File: src/canonical_kmer_stream_assert.svh
// ----------------------------------------------------------------------------
// canonical_kmer_stream_assert.svh
// Assertion macros shared by the canonical k-mer stream modules.
// ----------------------------------------------------------------------------
`ifndef CANONICAL_KMER_STREAM_ASSERT_SVH
`define CANONICAL_KMER_STREAM_ASSERT_SVH

// property holds at every edge outside reset
`define CKS_ASSERT_ALWAYS(lbl, clk, rst, prop) \
  lbl: assert property (@(posedge clk) disable iff (rst) (prop)) \
    else $error("canonical_kmer_stream: assertion failed");

// consequent holds in the same cycle as the antecedent
`define CKS_ASSERT_IMPLIES(lbl, clk, rst, ante, cons) \
  lbl: assert property (@(posedge clk) disable iff (rst) (ante) |-> (cons)) \
    else $error("canonical_kmer_stream: assertion failed");

// consequent holds in the cycle after the antecedent
`define CKS_ASSERT_NEXT(lbl, clk, rst, ante, cons) \
  lbl: assert property (@(posedge clk) disable iff (rst) (ante) |=> (cons)) \
    else $error("canonical_kmer_stream: assertion failed");

`endif

File: src/cks_pkg.sv
// ----------------------------------------------------------------------------
// cks_pkg
// Widths, defaults and the queued job type of the canonical k-mer stream.
// ----------------------------------------------------------------------------
package cks_pkg;

  localparam int KMER_W          = 64;  // output k-mer width
  localparam int CHAR_W          = 8;
  localparam int K_W             = 6;   // width of k and of kmer_length
  localparam int SEEN_W          = 6;   // base counter width
  localparam int SEEN_MAX        = 63;  // counter saturation value
  localparam int DEF_KMER_LENGTH = 31;
  localparam int DEF_MAX_BASES   = 32;
  localparam int DEF_QUEUE_DEPTH = 2;
  localparam int SHIFT_W         = 7;   // holds shift amounts 0..64

  // one request handed from the front to the back
  // fwd: forward word, newest base lowest, placed at the top of the field
  // rev: complement word, newest base highest, placed at the top of the field
  typedef struct packed {
    logic [KMER_W-1:0] fwd;
    logic [KMER_W-1:0] rev;
    logic [K_W-1:0]    k;
  } cks_job_t;

endpackage

File: src/cks_in_if.sv
// ----------------------------------------------------------------------------
// cks_in_if
// Input channel: one nucleotide character per request.
// ----------------------------------------------------------------------------
interface cks_in_if
  import cks_pkg::*;
();
  logic              valid;
  logic              ready;
  logic [CHAR_W-1:0] base_char;
  logic              seq_start;

  modport source (output valid, output base_char, output seq_start, input ready);
  modport sink   (input valid, input base_char, input seq_start, output ready);
endinterface

File: src/cks_out_if.sv
// ----------------------------------------------------------------------------
// cks_out_if
// Output channel: forward, twin and canonical k-mer per request.
// ----------------------------------------------------------------------------
interface cks_out_if
  import cks_pkg::*;
();
  logic              valid;
  logic              ready;
  logic [KMER_W-1:0] forward_kmer;
  logic [KMER_W-1:0] twin_kmer;
  logic [KMER_W-1:0] canonical_kmer;

  modport source (output valid, output forward_kmer, output twin_kmer,
                  output canonical_kmer, input ready);
  modport sink   (input valid, input forward_kmer, input twin_kmer,
                  input canonical_kmer, output ready);
endinterface

File: src/cks_front.sv
// ----------------------------------------------------------------------------
// cks_front
// Accepts characters, encodes them, shifts both k-mer words, counts bases
// and queues a job whenever a full k-mer is present.
// ----------------------------------------------------------------------------
module cks_front
  import cks_pkg::*;
#(
  parameter int MAX_BASES = DEF_MAX_BASES
) (
  input  logic           clk,
  input  logic           rst,
  cks_in_if.sink         seq_in,
  input  logic           cfg_we,
  input  logic [K_W-1:0] cfg_wdata,
  input  logic           q_full,
  output logic           q_push,
  output cks_job_t       q_job
);

  localparam int WORD_W = 2 * MAX_BASES;

  logic [K_W-1:0]    kmer_length;
  logic [WORD_W-1:0] fwd_word;
  logic [WORD_W-1:0] rev_word;
  logic [SEEN_W-1:0] bases_seen;

  logic [K_W-1:0]    k_eff;
  logic [1:0]        code;
  logic              accept;
  logic [WORD_W-1:0] fwd_base, rev_base;
  logic [WORD_W-1:0] fwd_word_next, rev_word_next;
  logic [SEEN_W-1:0] seen_base, bases_seen_next;

  always_comb begin
    priority if (kmer_length == '0) begin
      k_eff = K_W'(1);
    end else if (kmer_length > K_W'(MAX_BASES)) begin
      k_eff = K_W'(MAX_BASES);
    end else begin
      k_eff = kmer_length;
    end
  end

  // A=0 C=1 G=2 T=3 from character bits 2 and 1, case-blind
  assign code = {seq_in.base_char[2], seq_in.base_char[2] ^ seq_in.base_char[1]};

  assign seq_in.ready = !q_full;
  assign accept       = seq_in.valid && seq_in.ready;

  always_comb begin
    fwd_base  = seq_in.seq_start ? '0 : fwd_word;
    rev_base  = seq_in.seq_start ? '0 : rev_word;
    seen_base = seq_in.seq_start ? '0 : bases_seen;
    fwd_word_next = {fwd_base[WORD_W-3:0], code};
    rev_word_next = {~code, rev_base[WORD_W-1:2]};
    bases_seen_next = (seen_base == SEEN_W'(SEEN_MAX)) ? seen_base
                                                       : seen_base + 1'b1;
  end

  assign q_push    = accept && (bases_seen_next >= SEEN_W'(k_eff));
  assign q_job.fwd = KMER_W'(fwd_word_next) << (KMER_W - WORD_W);
  assign q_job.rev = KMER_W'(rev_word_next) << (KMER_W - WORD_W);
  assign q_job.k   = k_eff;

  always_ff @(posedge clk) begin
    if (rst) begin
      kmer_length <= K_W'(DEF_KMER_LENGTH);
      fwd_word    <= '0;
      rev_word    <= '0;
      bases_seen  <= '0;
    end else begin
      if (cfg_we) begin
        kmer_length <= cfg_wdata;
      end
      if (accept) begin
        fwd_word   <= fwd_word_next;
        rev_word   <= rev_word_next;
        bases_seen <= bases_seen_next;
      end
    end
  end

endmodule

File: src/cks_queue.sv
// ----------------------------------------------------------------------------
// cks_queue
// Short register FIFO of jobs between the front and the back.
// ----------------------------------------------------------------------------
`include "canonical_kmer_stream_assert.svh"

module cks_queue
  import cks_pkg::*;
#(
  parameter int DEPTH = DEF_QUEUE_DEPTH
) (
  input  logic     clk,
  input  logic     rst,
  input  logic     push,
  input  cks_job_t push_job,
  output logic     full,
  input  logic     pop,
  output cks_job_t pop_job,
  output logic     has_item
);

  localparam int PTR_W = (DEPTH > 1) ? $clog2(DEPTH) : 1;
  localparam int CNT_W = $clog2(DEPTH + 1);

  cks_job_t         entries [DEPTH];
  logic [PTR_W-1:0] wr_ptr, rd_ptr;
  logic [CNT_W-1:0] count;
  logic             do_push, do_pop;

  assign full     = (count == CNT_W'(DEPTH));
  assign has_item = (count != '0);
  assign do_push  = push && !full;
  assign do_pop   = pop && has_item;
  assign pop_job  = entries[rd_ptr];

  always_ff @(posedge clk) begin
    if (do_push) begin
      entries[wr_ptr] <= push_job;
    end
  end

  always_ff @(posedge clk) begin
    if (rst) begin
      wr_ptr <= '0;
      rd_ptr <= '0;
      count  <= '0;
    end else begin
      if (do_push) begin
        wr_ptr <= (wr_ptr == PTR_W'(DEPTH - 1)) ? '0 : wr_ptr + 1'b1;
      end
      if (do_pop) begin
        rd_ptr <= (rd_ptr == PTR_W'(DEPTH - 1)) ? '0 : rd_ptr + 1'b1;
      end
      unique case ({do_push, do_pop})
        2'b10:   count <= count + 1'b1;
        2'b01:   count <= count - 1'b1;
        default: count <= count;
      endcase
    end
  end

  `CKS_ASSERT_ALWAYS(a_count_bound, clk, rst, count <= CNT_W'(DEPTH))
  `CKS_ASSERT_NEXT(a_push_grows, clk, rst, do_push && !do_pop, count == CNT_W'($past(count) + 1'b1))
  `CKS_ASSERT_NEXT(a_pop_shrinks, clk, rst, do_pop && !do_push, count == CNT_W'($past(count) - 1'b1))

endmodule

File: src/cks_back.sv
// ----------------------------------------------------------------------------
// cks_back
// Aligns and masks the queued words to k bases, then picks the canonical
// k-mer and holds the result until it is taken.
// ----------------------------------------------------------------------------
`include "canonical_kmer_stream_assert.svh"

module cks_back
  import cks_pkg::*;
#(
  parameter int MAX_BASES = DEF_MAX_BASES
) (
  input  logic     clk,
  input  logic     rst,
  input  logic     q_has_item,
  input  cks_job_t q_job,
  output logic     q_pop,
  cks_out_if.source kmer_out
);

  localparam int WORD_W = 2 * MAX_BASES;

  logic               s1_valid;
  logic [KMER_W-1:0]  s1_fwd, s1_tw;
  logic               o_valid;
  logic [KMER_W-1:0]  o_fwd, o_tw, o_canon;

  logic               out_adv, s1_adv;
  logic [SHIFT_W-1:0] fwd_shamt, mask_shamt;
  logic [KMER_W-1:0]  fwd_aligned, tw_masked;

  assign out_adv = !o_valid || kmer_out.ready;
  assign s1_adv  = !s1_valid || out_adv;
  assign q_pop   = q_has_item && s1_adv;

  // forward word: move the low k bases to the top; twin: keep the top k bases
  assign fwd_shamt   = SHIFT_W'(WORD_W) - {q_job.k, 1'b0};
  assign mask_shamt  = {q_job.k, 1'b0};
  assign fwd_aligned = q_job.fwd << fwd_shamt;
  assign tw_masked   = q_job.rev & ~({KMER_W{1'b1}} >> mask_shamt);

  always_ff @(posedge clk) begin
    if (s1_adv) begin
      s1_fwd <= fwd_aligned;
      s1_tw  <= tw_masked;
    end
    if (out_adv) begin
      o_fwd   <= s1_fwd;
      o_tw    <= s1_tw;
      o_canon <= (s1_tw < s1_fwd) ? s1_tw : s1_fwd;
    end
  end

  always_ff @(posedge clk) begin
    if (rst) begin
      s1_valid <= 1'b0;
      o_valid  <= 1'b0;
    end else begin
      if (s1_adv) begin
        s1_valid <= q_has_item;
      end
      if (out_adv) begin
        o_valid <= s1_valid;
      end
    end
  end

  assign kmer_out.valid          = o_valid;
  assign kmer_out.forward_kmer   = o_fwd;
  assign kmer_out.twin_kmer      = o_tw;
  assign kmer_out.canonical_kmer = o_canon;

  `CKS_ASSERT_NEXT(a_pop_loads_s1, clk, rst, q_pop, s1_valid)
  `CKS_ASSERT_IMPLIES(a_canon_pick, clk, rst, o_valid, (o_canon == o_fwd) || (o_canon == o_tw))
  `CKS_ASSERT_IMPLIES(a_canon_min, clk, rst, o_valid, (o_canon <= o_fwd) && (o_canon <= o_tw))

endmodule

File: src/canonical_kmer_stream.sv
// ----------------------------------------------------------------------------
// canonical_kmer_stream
// Streaming canonical k-mer extractor for 2-bit DNA. One character request
// enters per cycle while the queue is not full; seq_start marks the first
// base of a new sequence. Once k bases of the current sequence are in,
// every base yields a result with the forward k-mer, its reverse complement
// and the smaller of the two, all left-justified in 64 bits. The sustained
// rate is one request per cycle on both channels while the output is not
// stalled, as the front updates both shift words per character taken. A
// result passes through the queue, the align stage and the output register.
// kmer_length (k) is written through cfg_we/cfg_wdata by the user only while
// the block is idle; the block itself leaves this unchecked. 0 acts as 1 and
// values above MAX_BASES act as MAX_BASES.
// ----------------------------------------------------------------------------
module canonical_kmer_stream
  import cks_pkg::*;
#(
  parameter int MAX_BASES   = DEF_MAX_BASES,
  parameter int QUEUE_DEPTH = DEF_QUEUE_DEPTH
) (
  input  logic           clk,
  input  logic           rst,
  cks_in_if.sink         seq_in,
  cks_out_if.source      kmer_out,
  input  logic           cfg_we,
  input  logic [K_W-1:0] cfg_wdata
);

  logic     q_push, q_full, q_pop, q_has_item;
  cks_job_t push_job, pop_job;

  cks_front #(
    .MAX_BASES (MAX_BASES)
  ) u_front (
    .clk       (clk),
    .rst       (rst),
    .seq_in    (seq_in),
    .cfg_we    (cfg_we),
    .cfg_wdata (cfg_wdata),
    .q_full    (q_full),
    .q_push    (q_push),
    .q_job     (push_job)
  );

  cks_queue #(
    .DEPTH (QUEUE_DEPTH)
  ) u_queue (
    .clk      (clk),
    .rst      (rst),
    .push     (q_push),
    .push_job (push_job),
    .full     (q_full),
    .pop      (q_pop),
    .pop_job  (pop_job),
    .has_item (q_has_item)
  );

  cks_back #(
    .MAX_BASES (MAX_BASES)
  ) u_back (
    .clk        (clk),
    .rst        (rst),
    .q_has_item (q_has_item),
    .q_job      (pop_job),
    .q_pop      (q_pop),
    .kmer_out   (kmer_out)
  );

endmodule
File: src/flat_wrapper.sv
// flat-port wrapper written by rule: the top's interface ports become plain ports
module canonical_kmer_stream_flat import cks_pkg::*;
#(
  parameter int MAX_BASES   = DEF_MAX_BASES,
  parameter int QUEUE_DEPTH = DEF_QUEUE_DEPTH
)
  (clk, rst, cfg_we, cfg_wdata, seq_in_valid, seq_in_base_char, seq_in_seq_start, seq_in_ready, kmer_out_valid, kmer_out_forward_kmer, kmer_out_twin_kmer, kmer_out_canonical_kmer, kmer_out_ready);
  cks_in_if seq_in_i ();
  cks_out_if kmer_out_i ();
  input  logic clk;
  input  logic rst;
  input  logic cfg_we;
  input  logic [K_W-1:0] cfg_wdata;
  input wire logic [$bits(seq_in_i.valid)-1:0] seq_in_valid;
  input wire logic [$bits(seq_in_i.base_char)-1:0] seq_in_base_char;
  input wire logic [$bits(seq_in_i.seq_start)-1:0] seq_in_seq_start;
  output wire logic [$bits(seq_in_i.ready)-1:0] seq_in_ready;
  output wire logic [$bits(kmer_out_i.valid)-1:0] kmer_out_valid;
  output wire logic [$bits(kmer_out_i.forward_kmer)-1:0] kmer_out_forward_kmer;
  output wire logic [$bits(kmer_out_i.twin_kmer)-1:0] kmer_out_twin_kmer;
  output wire logic [$bits(kmer_out_i.canonical_kmer)-1:0] kmer_out_canonical_kmer;
  input wire logic [$bits(kmer_out_i.ready)-1:0] kmer_out_ready;
  assign seq_in_i.valid = seq_in_valid;
  assign seq_in_i.base_char = seq_in_base_char;
  assign seq_in_i.seq_start = seq_in_seq_start;
  assign seq_in_ready = seq_in_i.ready;
  assign kmer_out_valid = kmer_out_i.valid;
  assign kmer_out_forward_kmer = kmer_out_i.forward_kmer;
  assign kmer_out_twin_kmer = kmer_out_i.twin_kmer;
  assign kmer_out_canonical_kmer = kmer_out_i.canonical_kmer;
  assign kmer_out_i.ready = kmer_out_ready;
  canonical_kmer_stream #(.MAX_BASES(MAX_BASES), .QUEUE_DEPTH(QUEUE_DEPTH)) u_core (.clk(clk), .rst(rst), .seq_in(seq_in_i), .kmer_out(kmer_out_i), .cfg_we(cfg_we), .cfg_wdata(cfg_wdata));
endmodule
File: config.mk
export PLATFORM = sky130hd
export DESIGN_NAME = canonical_kmer_stream_flat
export DESIGN_NICKNAME = d
export VERILOG_FILES = /design/src/cks_pkg.sv /design/src/cks_in_if.sv /design/src/cks_out_if.sv /design/src/cks_front.sv /design/src/cks_queue.sv /design/src/cks_back.sv /design/src/canonical_kmer_stream.sv /design/src/flat_wrapper.sv
export VERILOG_INCLUDE_DIRS = /design/src /design/src/src
export SDC_FILE = /design/constraint.sdc
export NUM_CORES = 1
export LEC_CHECK = 0
export BUFFER_PORTS_ARGS = -buffer_cell sky130_fd_sc_hd__clkbuf_2
export CAP_MARGIN = 15
export CELL_PAD_IN_SITES_DETAIL_PLACEMENT = 1
export CELL_PAD_IN_SITES_GLOBAL_PLACEMENT = 1
export CORE_MARGIN = 4
export CORE_UTILIZATION = 54
export CTS_CLUSTER_SIZE = 24
export DETAILED_ROUTE_END_ITERATION = 8
export GPL_TIMING_DRIVEN = 0
export PLACE_DENSITY = 0.86
export SLEW_MARGIN = 0
export SYNTH_ARGS = -nofsm -noshare
export SYNTH_HDL_FRONTEND = slang
export SYNTH_SLANG_ARGS = --single-unit
File: constraint.sdc
create_clock -name clk -period 15.6 [get_ports clk]
set_clock_uncertainty 0.2 [all_clocks]
set_input_delay 2.34 -clock clk [delete_from_list [all_inputs] [get_ports clk]]
set_output_delay 2.34 -clock clk [all_outputs]
set_load 0.01 [all_outputs]
==> results of run 1 <==
[cells by family (layout without fill, tap and decap cells)]
logic type               after synthesis  in the layout
adder cells (fa/ha/maj)               75             75
multiplexers                         340            340
buffers and inverters                218            575
AO/OA/AOI/OAI                        375            375
AND/OR/NAND/NOR                      723            723
flip-flops                           731            731
other                                  0              1
XOR/XNOR                              10             10
[cell usage after synthesis, types with 7 or more instances]
| cell type | number | share of area |
|---|---|---|
| a22oi_1 | 11 | 0.0025 |
| dfxtp_1 | 143 | 0.088 |
| a221o_1 | 14 | 0.0043 |
| edfxtp_1 | 588 | 0.55 |
| mux2_2 | 26 | 0.0090 |
| nand2b_1 | 7 | 0.0014 |
| nand4_1 | 12 | 0.0023 |
| a21o_1 | 8 | 0.0019 |
| nor2_1 | 169 | 0.020 |
| nor2b_1 | 137 | 0.026 |
| mux2_4 | 60 | 0.028 |
| a31oi_1 | 9 | 0.0017 |
| inv_1 | 79 | 0.0092 |
| ha_1 | 75 | 0.029 |
| mux2i_1 | 205 | 0.063 |
| a21oi_1 | 198 | 0.031 |
| buf_2 | 28 | 0.0043 |
| o221ai_1 | 9 | 0.0024 |
| mux4_2 | 48 | 0.033 |
| o21ai_0 | 36 | 0.0056 |
| a211oi_1 | 22 | 0.0051 |
| o22ai_1 | 13 | 0.0025 |
| nor3_1 | 20 | 0.0031 |
| nand2_1 | 319 | 0.037 |
| a211o_1 | 10 | 0.0027 |
| nand3_1 | 26 | 0.0040 |
| clkbuf_1 | 93 | 0.011 |
| and2_1 | 12 | 0.0023 |
| xnor2_1 | 7 | 0.0019 |
[layer usage]
metal / vias to the layer above / track usage / routed length (um)
li1: 9671 / - / -
met1: 11700 / 0.446 / 42600
met2: 1388 / 0.604 / 56700
met3: 356 / 0.0631 / 9610
met4: 10 / 0.173 / 6210
met5: - / 0 / 69
[layout make-up]
| cell class | instances | area share |
|---|---|---|
| antenna | 1 | 0.0000673 |
| buffer | 137 | 0.0164 |
| clock buffer | 110 | 0.0587 |
| clock inverter | 29 | 0.00908 |
| inverter | 81 | 0.00838 |
| multi-input combinational | 1523 | 0.295 |
| sequential | 731 | 0.552 |
| tap | 773 | 0.0260 |
| timing repair buffer | 218 | 0.0341 |
[final timing paths]
kind                                                                from                                  endpoint  slack (ps)  cells past startpoint
worst min-delay path            u_core.u_front.fwd_word[49]$_SDFFE_PP0P_  u_core.u_front.fwd_word[49]$_SDFFE_PP0P_         260                      2
worst max register to register                                      flop    u_core.u_back.s1_fwd[35]$_SDFFCE_PP0N_        9110                     13
worst max-delay path                                                flop    u_core.u_back.s1_fwd[35]$_SDFFCE_PP0N_        9110                     13
worst min register to register  u_core.u_front.fwd_word[49]$_SDFFE_PP0P_  u_core.u_front.fwd_word[49]$_SDFFE_PP0P_         260                      2
[power groups by stage]
stage	Combinational [mW]	Sequential, mW	Clock (mW)
2_1_floorplan	1.39	2.76	0
3_3_place_gp	2.33	2.75	0
3_5_place_dp	2.45	2.78	0
4_1_cts	2.54	2.77	1.87
5_1_grt	2.69	2.79	1.95
6_report	2.60	2.78	1.86
[state kept, by name, summed over array words and instances (netlist names), 6 cells and up, named ones only]
| name | flops |
|---|---|
| u_core.u_queue.entries | 268 |
| u_core.u_back.kmer_out.twin_kmer | 64 |
| u_core.u_front.fwd_word | 62 |
| u_core.u_back.kmer_out.canonical_kmer | 64 |
| u_core.u_back.s1_fwd | 64 |
| u_core.u_front.rev_word | 62 |
| u_core.u_back.s1_tw | 64 |
| u_core.u_back.kmer_out.forward_kmer | 64 |
| u_core.u_front.kmer_length | 6 |
| u_core.u_front.bases_seen | 6 |
[per-stage QoR]
stage / utilization / area, um^2 / std cells / hold slack, ps
floorplan: - / 32400 / 2472 / 232
global placement: 0.581 / 34400 / 3451 / 237
detailed placement: 0.585 / 34600 / 3461 / 245
CTS: 0.627 / 37200 / 3600 / 254
global route: 0.628 / 37200 / 3602 / 276
finish: 0.628 / 37200 / 3603 / 255
[worst min-delay path, cell delays in order (launching register included)]
cell and delay [ps]:
dfxtp_1 300, nand2_1 50, a21oi_1 50
==> impl_metrics.env, run 1 <==
export IMPL_core_mm2=0.0592
export IMPL_io_pins=214
export IMPL_synthSimpleGateAreaFrac=0.100
export IMPL_worstMarginPinSlew_ps=1380
export IMPL_min_period_over_period=0.416
export IMPL_vias=23200
export IMPL_syn_area_per_cell_um2=13.1
export IMPL_setup_viol=0
export IMPL_crit_buf_inv=9
export IMPL_critPathRequiredTime_ps=15740
export IMPL_synthMuxAreaShare=0.134
export IMPL_pre_cts_slack_ps=8820
export IMPL_clkPwrFrac=0.257
export IMPL_grt_overflow_total=0
export IMPL_hp_class="reg2reg"
export IMPL_slew_viol_final=0
export IMPL_synthFlopType="edfxtp_1"
export IMPL_ctsResizeCount=0
export IMPL_fin_tns_setup_ps=0
export IMPL_p_int_mw=4.52
export IMPL_cp_common_cell="clkbuf_1"
export IMPL_power_density_mw_per_mm2=194
export IMPL_crit_arrival_ps=6630
export IMPL_first_pass_iters=6
export IMPL_maxCapViolations=0
export IMPL_hold_buffers=0
export IMPL_synthAdderAreaFrac=0.0290
export IMPL_cts_buffer_depth=3
export IMPL_ys_seq_area_frac=0.633
export IMPL_cts_setup_buffers=0
export IMPL_drt_initial_drc_count=2928
export IMPL_synth_compound_area_frac=0.0720
export IMPL_slowest_delay_ps=940
export IMPL_die_h_um=253
export IMPL_postRouteAntennaNets=0
export IMPL_routedWlPerCell_um=32.0
export IMPL_synth_top_family_by_area="multiplexers"
export IMPL_synthesis_area_mm2=0.0324
export IMPL_p_seq_frac=0.384
export IMPL_critPathMaxFanout=10
export IMPL_dieWidth_um=253
export IMPL_relSlewSlack=0.0769
export IMPL_yosysWarnings=0
export IMPL_grt_use_total=0.356
export IMPL_ys_ff_latch=731
export IMPL_cts_buffers=75
export IMPL_multi_input_area_mm2=0.0110
export IMPL_path_cells="buf_4, buf_2, buf_4, buf_2, clkbuf_1, mux2i_1, ha_1, clkbuf_1, inv_1, clkbuf_1, buf_1, nand2_1, o21ai_0"
export IMPL_post_layout_total_power_mw=7.23
export IMPL_path_class="reg2reg"
export IMPL_rows=89
export IMPL_postRouteWirelength_um=115000
export IMPL_grt_pass1_vias=24400
export IMPL_layout_commonest_cell="edfxtp_1"
export IMPL_cts_tree="done"
export IMPL_fillCellCount=5772
export IMPL_rsz0062_at_grt="false"
export IMPL_grt_pass1_wl_um=167000
export IMPL_drcViolationCount=0
export IMPL_worst_setup_path_start_kind="flop"
export IMPL_layout_common_cells="edfxtp_1, nand2_1, clkbuf_2"
export IMPL_regArea_mm2=0.0205
export IMPL_p_leak_nw=14.1
export IMPL_grt_max_degree=148
export IMPL_irDropWorstVdd_mv=0.0885
export IMPL_synth_edf_count=588
export IMPL_ys_types=66
export IMPL_synth_nets=2567
export IMPL_critPathTopFamily="buffers and inverters"
export IMPL_clk_latency_ps=620
export IMPL_comb_power_share=0.359
export IMPL_endpoint_kind="flop"
export IMPL_fmax_mhz=154
export IMPL_finalCriticalPeriod_ps=6490
export IMPL_cts_htree_levels=3
export IMPL_switchingPower_mw=2.71
export IMPL_initial_utilization=0.547
export IMPL_port_buffers=206
export IMPL_final_nets=2862
export IMPL_setup_slack_ps=9110
export IMPL_layout_drive_gt1_share=0.184
export IMPL_area_growth_pct=14.8
export IMPL_cts_root_buf="clkbuf_16"
export IMPL_hold_viol=0
export IMPL_antenna_found_initial=9
export IMPL_synth_xor_area_frac=0.00270
export IMPL_switching_share=0.375
export IMPL_via_per_inst=6.43
export IMPL_crit_path_top_delay_cell="mux2i_1"
export IMPL_clkSinkCount=731
export IMPL_dieArea_mm2=0.0640
export IMPL_synthCells=2472
export IMPL_dp_hpwl_um=80600
export IMPL_gp_congestion=0.947
export IMPL_ys_async_sr_fraction=0
export IMPL_path_clk_slew_ps=70
export IMPL_status="finished, final reports clean"
Power figures use the tool's default switching activity.
==> inputs of run 2 (changes only) <==
Settings changed: ABC_AREA set to 1, CORE_UTILIZATION 54 to 48, PLACE_DENSITY 0.86 to 0.81.
Clock period 15.6 ns to 6.1 ns, I/O delays scaled along.
==> run 2 against run 1 <==
Die area rose by 9.5%. Utilization fell by 6.2 points. Worst setup slack got worse by 8500 ps. Count of clock-buffer cells in the layout fell by 3. Sequential share of layout area rose by 0.78 points. Via count rose by 8.0%. Combinational power rose to 3.2 times the previous value. Design area fell by 1.4%. Sequential power rose to 2.7 times the previous value. Register-to-register slack got worse by 7600 ps. Synthesized cell count rose by 24%. Critical path type is now in2reg. Highest routed layer unchanged.
==> impl_metrics.env, run 2 <==
export IMPL_finalCriticalPeriod_ps=5470
export IMPL_synth_edf_count=588
export IMPL_via_per_inst=5.84
export IMPL_drcViolationCount=0
export IMPL_dp_hpwl_um=85900
export IMPL_cts_htree_levels=3
export IMPL_grt_max_degree=76
export IMPL_ctsResizeCount=0
export IMPL_yosysWarnings=0
export IMPL_p_leak_nw=15.5
export IMPL_irDropWorstVdd_mv=0.272
export IMPL_critPathRequiredTime_ps=6220
export IMPL_syn_area_per_cell_um2=10.3
export IMPL_rows=93
export IMPL_worst_setup_path_start_kind="input pin"
export IMPL_post_route_util=0.566
export IMPL_synthesis_area_mm2=0.0316
export IMPL_rrSetupSlack_ps=1540
export IMPL_endpoint_kind="flop"
export IMPL_cts_buffer_depth=3
export IMPL_ys_ff_latch=731
export IMPL_yosysMostFrequentCell="nand2_1"
export IMPL_synth_top_area_share=0.558
export IMPL_largest_reg_flops=268
export IMPL_maxCapViolations=0
export IMPL_layout_commonest_cell="nand2_1"
export IMPL_fmax_mhz=183
export IMPL_grt_pass1_vias=26300
export IMPL_worstMarginPinSlew_ps=959
export IMPL_gp_congestion=0.992
export IMPL_registers_top_by_ff_count="u_core.u_queue.entries"
export IMPL_ys_async_sr_fraction=0
export IMPL_postRouteAntennaNets=0
export IMPL_clk_latency_ps=650
export IMPL_grt_pass1_wl_um=170000
export IMPL_core_mm2=0.0648
export IMPL_cts_setup_buffers=0
export IMPL_die_h_um=265
export IMPL_min_from="u_core.u_queue.rd_ptr$_SDFFE_PP0P_"
export IMPL_ys_types=38
export IMPL_layout_drive_gt1_share=0.123
export IMPL_clkSinkCount=731
export IMPL_cts_tree="done"
export IMPL_io_pins=214
export IMPL_whs_path_depth=1
export IMPL_port_buffers=206
export IMPL_place_inst=4144
export IMPL_crit_arrival_ps=5590
export IMPL_relSlewSlack=0.361
export IMPL_min_period_over_period=0.896
export IMPL_cp_startpoint="seq_in_seq_start"
export IMPL_dieArea_mm2=0.0701
export IMPL_fin_cells=4285
export IMPL_worstRegToRegCells=20
export IMPL_dieWidth_um=265
export IMPL_rsz0062_at_grt="false"
export IMPL_slew_viol_final=0
export IMPL_critPathMaxFanout=29
export IMPL_hp_class="reg2reg"
export IMPL_grt_use_total=0.323
export IMPL_path_clk_slew_ps=60
export IMPL_routedWlPerCell_um=26.8
export IMPL_status="finished, final reports clean"
export IMPL_synthFlopType="edfxtp_1"
export IMPL_synth_nets=3166
export IMPL_vias=25000
export IMPL_antenna_cells=0
export IMPL_antenna_found_initial=7
export IMPL_post_layout_total_power_mw=20.7
export IMPL_worstReg2RegStart="u_core.u_front.bases_seen[0]$_SDFFE_PP0P_"
export IMPL_area_growth_pct=15.9
export IMPL_postRouteWirelength_um=115000
export IMPL_hold_viol=0
export IMPL_first_pass_iters=6
export IMPL_hold_buffers=0
export IMPL_grt_overflow_total=0
export IMPL_cts_root_buf="clkbuf_16"
export IMPL_initial_utilization=0.488
export IMPL_path_class="in2reg"
export IMPL_synthCells=3071
export IMPL_synthTopCellsByCount="nand2_1, edfxtp_1, inv_1, nand3_1, a21oi_1"
export IMPL_r2r_end="u_core.u_queue.entries[1][119]$_DFFE_PP_"
export IMPL_synth_top_area_cell="edfxtp_1"
export IMPL_setup_viol=0
export IMPL_drt_initial_drc_count=2485
export IMPL_yosys_top_cells_area="edfxtp_1, nand2_1, dfxtp_1, nand3_1, a21oi_1"
export IMPL_final_nets=3462
export IMPL_cts_buffers=76
export IMPL_ys_seq_area_frac=0.649
export IMPL_power_density_mw_per_mm2=563
export IMPL_layout_common_cells="nand2_1, edfxtp_1, inv_1"
[run 2: final cells by class]
class / count / area (um^2)
well taps: 855 / 1070
multi-input cells: 1888 / 9330
clock inverters: 34 / 474
clock buffers: 107 / 2150
fillers: 7067 / 28100
repair buffers: 218 / 1300
plain buffers: 174 / 774
flip-flops and latches: 731 / 20500
inverters: 278 / 1050
[run 2: how the worst max path moves through the flow]
stage                                               end  depth (start not counted)
2_1_floorplan    u_core.u_queue.entries[1][0]$_DFFE_PP_                         18
3_3_place_gp   u_core.u_queue.entries[1][108]$_DFFE_PP_                         17
3_5_place_dp   u_core.u_queue.entries[1][108]$_DFFE_PP_                         20
4_1_cts        u_core.u_queue.entries[1][115]$_DFFE_PP_                         20
5_1_grt        u_core.u_queue.entries[1][130]$_DFFE_PP_                         20
6_report       u_core.u_queue.entries[1][119]$_DFFE_PP_                         20
[run 2: power breakdown]
part,total [mW],internal (mW),switching [mW]
clock,4.90,2.87,2.02
combinational,8.21,2.22,5.99
sequential,7.56,6.83,0.733
total,20.7,11.9,8.75
[run 2: per-layer routing]
layer,global-route usage,vias to the layer above,wire [um]
li1,-,11100,-
met5,0,-,68
met4,0.140,10,5540
met1,0.422,12500,46400
met2,0.542,1060,55400
met3,0.0484,264,7430
[run 2: cells by family (layout without fill, tap and decap cells)]
kind of cell / count (synthesis) / count (layout) / share of synthesized area
simple gates: 1225 / 1225 / 0.158
compound gates: 567 / 567 / 0.0996
xor+xnor: 5 / 5 / 0.00162
fa+ha+maj: 75 / 75 / 0.0297
buf+inv: 452 / 811 / 0.0575
flops: 731 / 731 / 0.649
mux: 16 / 16 / 0.00506
[run 2: stage by stage]
step | setup WS, ps | TNS [ps] | hold slack (ps) | area, um^2
after floorplan | -996 | -265070 | 226 | 31600
after global placement | -3850 | -1414890 | 237 | 33700
after detailed placement | -16.1 | -390 | 248 | 34000
after CTS | 596 | 0 | 257 | 36700
after global routing | 273 | 0 | 273 | 36700
final | 635 | 0 | 253 | 36700
[run 2: worst max-delay path, cell delays in order]
cell,delay [ps]
clkbuf_1,490
clkbuf_1,740
nor2_1,120
ha_1,240
nand4_1,130
nor2_1,70
inv_1,60
nor3_1,50
inv_1,170
o21ai_0,140
ha_1,320
inv_1,40
nor2_1,80
o211ai_1,110
o2111ai_1,150
nand2_1,230
nor2_4,730
buf_12,280
buf_12,240
buf_12,220
==> inputs of run 3 (changes only) <==
Settings changed: ABC_AREA 1 to 0, CORE_UTILIZATION 48 to 50.
Clock period 6.1 ns to 5.1 ns, I/O delays scaled along.
==> run 3 against run 2 <==
First-iteration DRC count shrank 4.3%. Sequential power increased by 11%. Routed wire length fell by 8.0%. Combinational power shrank 3.8%. Power rose by 5.8%. Sequential share of layout area down 1.5 points. Final cell count is 14% lower. Non-clock buffer count fell by 31. Clock power increased by 14%. Largest power group is now sequential cells.
==> impl_metrics.env, run 3 (synthesized netlist as in run 1, its figures left out) <==
export IMPL_status="finished, final reports clean"
export IMPL_drt_initial_drc_count=2378
export IMPL_fin_worst_hold_slack_ps=149
export IMPL_setup_slack_ps=49.1
export IMPL_grt_overflow_total=0
export IMPL_antenna_found_initial=8
export IMPL_hp_class="in2reg"
export IMPL_port_buffers=206
export IMPL_clk_latency_ps=630
export IMPL_r2r_end="u_core.u_back.s1_fwd[60]$_SDFFCE_PP0N_"
export IMPL_min_period_over_period=0.990
export IMPL_p_leak_nw=14.3
export IMPL_drcViolationCount=0
export IMPL_postRouteAntennaNets=0
export IMPL_rows=93
export IMPL_maxCapViolations=0
export IMPL_area_growth_pct=16.3
export IMPL_rrSetupSlack_ps=50
export IMPL_grt_use_total=0.302
export IMPL_fmax_mhz=198
export IMPL_grt_max_degree=65
export IMPL_cp_endpoint="u_core.u_back.s1_fwd[60]$_SDFFCE_PP0N_"
export IMPL_core_mm2=0.0643
export IMPL_via_per_inst=6.05
export IMPL_slew_viol_final=0
export IMPL_power_density_mw_per_mm2=580
export IMPL_postRouteWirelength_um=106000
export IMPL_worstRegToRegCells=13
export IMPL_endpoint_kind="flop"
export IMPL_relSlewSlack=0.155
export IMPL_min_from="cfg_wdata[3]"
export IMPL_path_class="reg2reg"
export IMPL_layout_common_cells="edfxtp_1, nand2_1, clkbuf_2"
export IMPL_crit_arrival_ps=5240
export IMPL_layout_drive_gt1_share=0.202
export IMPL_io_pins=214
export IMPL_post_route_util=0.585
export IMPL_grt_pass1_vias=23800
export IMPL_clkPwrFrac=0.256
export IMPL_dieWidth_um=263
export IMPL_comb_power_share=0.361
export IMPL_layout_commonest_cell="edfxtp_1"
export IMPL_irDropWorstVdd_mv=0.482
export IMPL_path_clk_slew_ps=60
export IMPL_grt_pass1_wl_um=157000
export IMPL_clkSinkCount=731
export IMPL_dieArea_mm2=0.0689
export IMPL_dp_hpwl_um=77500
export IMPL_registers_top_by_ff_count="u_core.u_queue.entries"
export IMPL_cts_buffer_depth=3
export IMPL_fillCellCount=6363
export IMPL_p_int_mw=13.9
export IMPL_critPathMaxFanout=10
export IMPL_die_h_um=263
export IMPL_routedWlPerCell_um=28.6
export IMPL_cts_buffers=75
export IMPL_switchingPower_mw=8.00
export IMPL_initial_utilization=0.503
export IMPL_worst_setup_path_start_kind="flop"
export IMPL_final_nets=2868
export IMPL_cts_root_buf="clkbuf_16"
export IMPL_vias=22300
export IMPL_critPathRequiredTime_ps=5290
export IMPL_hold_viol=0
export IMPL_pre_cts_slack_ps=-1270
export IMPL_p_seq_frac=0.383
export IMPL_fin_tns_setup_ps=0
export IMPL_finalCriticalPeriod_ps=5050
export IMPL_gp_congestion=0.969
export IMPL_largest_reg_flops=268
export IMPL_switching_share=0.366
export IMPL_setup_viol=0
export IMPL_cts_tree="done"
export IMPL_cts_htree_levels=3
export IMPL_worstMarginPinSlew_ps=1260
export IMPL_first_pass_iters=5
-- run 3: what timing repair did --
item / CTS / global route
endpoints found under the setup margin: 64 / 17
buffers inserted: 1 / 0
pin swaps: 1 / 0
hold buffers: 0 / 0
gates resized for setup: 38 / 23
-- run 3: metrics by stage --
stage                     total power [mW]  instances  area [um^2]
after global placement                15.5       3533        34600
after floorplan                       12.7       2472        32500
after detailed placement              15.9       3548        34900
after CTS                             21.7       3688        37600
final                                 21.9       3694        37700
after global routing                  22.6       3691        37700
-- run 3: final cells by class --
class	count	area, um^2	share of cell area
Antenna cell	3	7.51	0.000199
Buffer	136	686	0.0182
Clock buffer	108	2170	0.0575
Clock inverter	32	360	0.00957
Inverter	81	308	0.00817
Multi-Input combinational cell	1523	11100	0.296
Sequential cell	731	20500	0.545
Tap cell	855	1070	0.0284
Timing Repair Buffer	225	1400	0.0373
-- run 3: worst min-delay path by stage --
stage | slack [ps] | depth (start not counted) | to
after floorplan | 230 | 2 | u_core.u_front.fwd_word[10]$_SDFFE_PP0P_
after global routing | 160 | 2 | u_core.u_front.kmer_length[3]$_SDFFE_PP1P_
after detailed placement | 250 | 2 | u_core.u_front.fwd_word[13]$_SDFFE_PP0P_
final | 150 | 2 | u_core.u_front.kmer_length[3]$_SDFFE_PP1P_
after CTS | 130 | 2 | u_core.u_front.kmer_length[3]$_SDFFE_PP1P_
after global placement | 240 | 2 | u_core.u_front.rev_word[50]$_SDFFE_PP0P_
-- run 3: power groups by stage --
stage	combinational [mW]	clock (mW)	sequential (mW)
CTS	7.73	5.65	8.36
detailed placement	7.48	0	8.45
finish	7.90	5.60	8.36
global placement	7.15	0	8.38
global route	8.24	5.95	8.44
floorplan	4.26	0	8.44
-- run 3: critical path: stages, from the launching register on --
cell and delay (ps):
dfxtp_1 320, buf_4 180, buf_2 240, buf_4 270, buf_2 360, clkbuf_4 360
mux2i_4 510, ha_1 310, clkbuf_1 250, nor2_1 340, clkbuf_1 440, nand2_1 230
o221ai_1 470, o21bai_1 300
-- run 3: metal layers --
layer	global-route usage	wire, um	up-vias
met2	0.513	52000	1037
met1	0.389	41500	11400
li1	-	-	9694
met5	0	0	-
met4	0.119	4450	0
met3	0.0510	7690	245
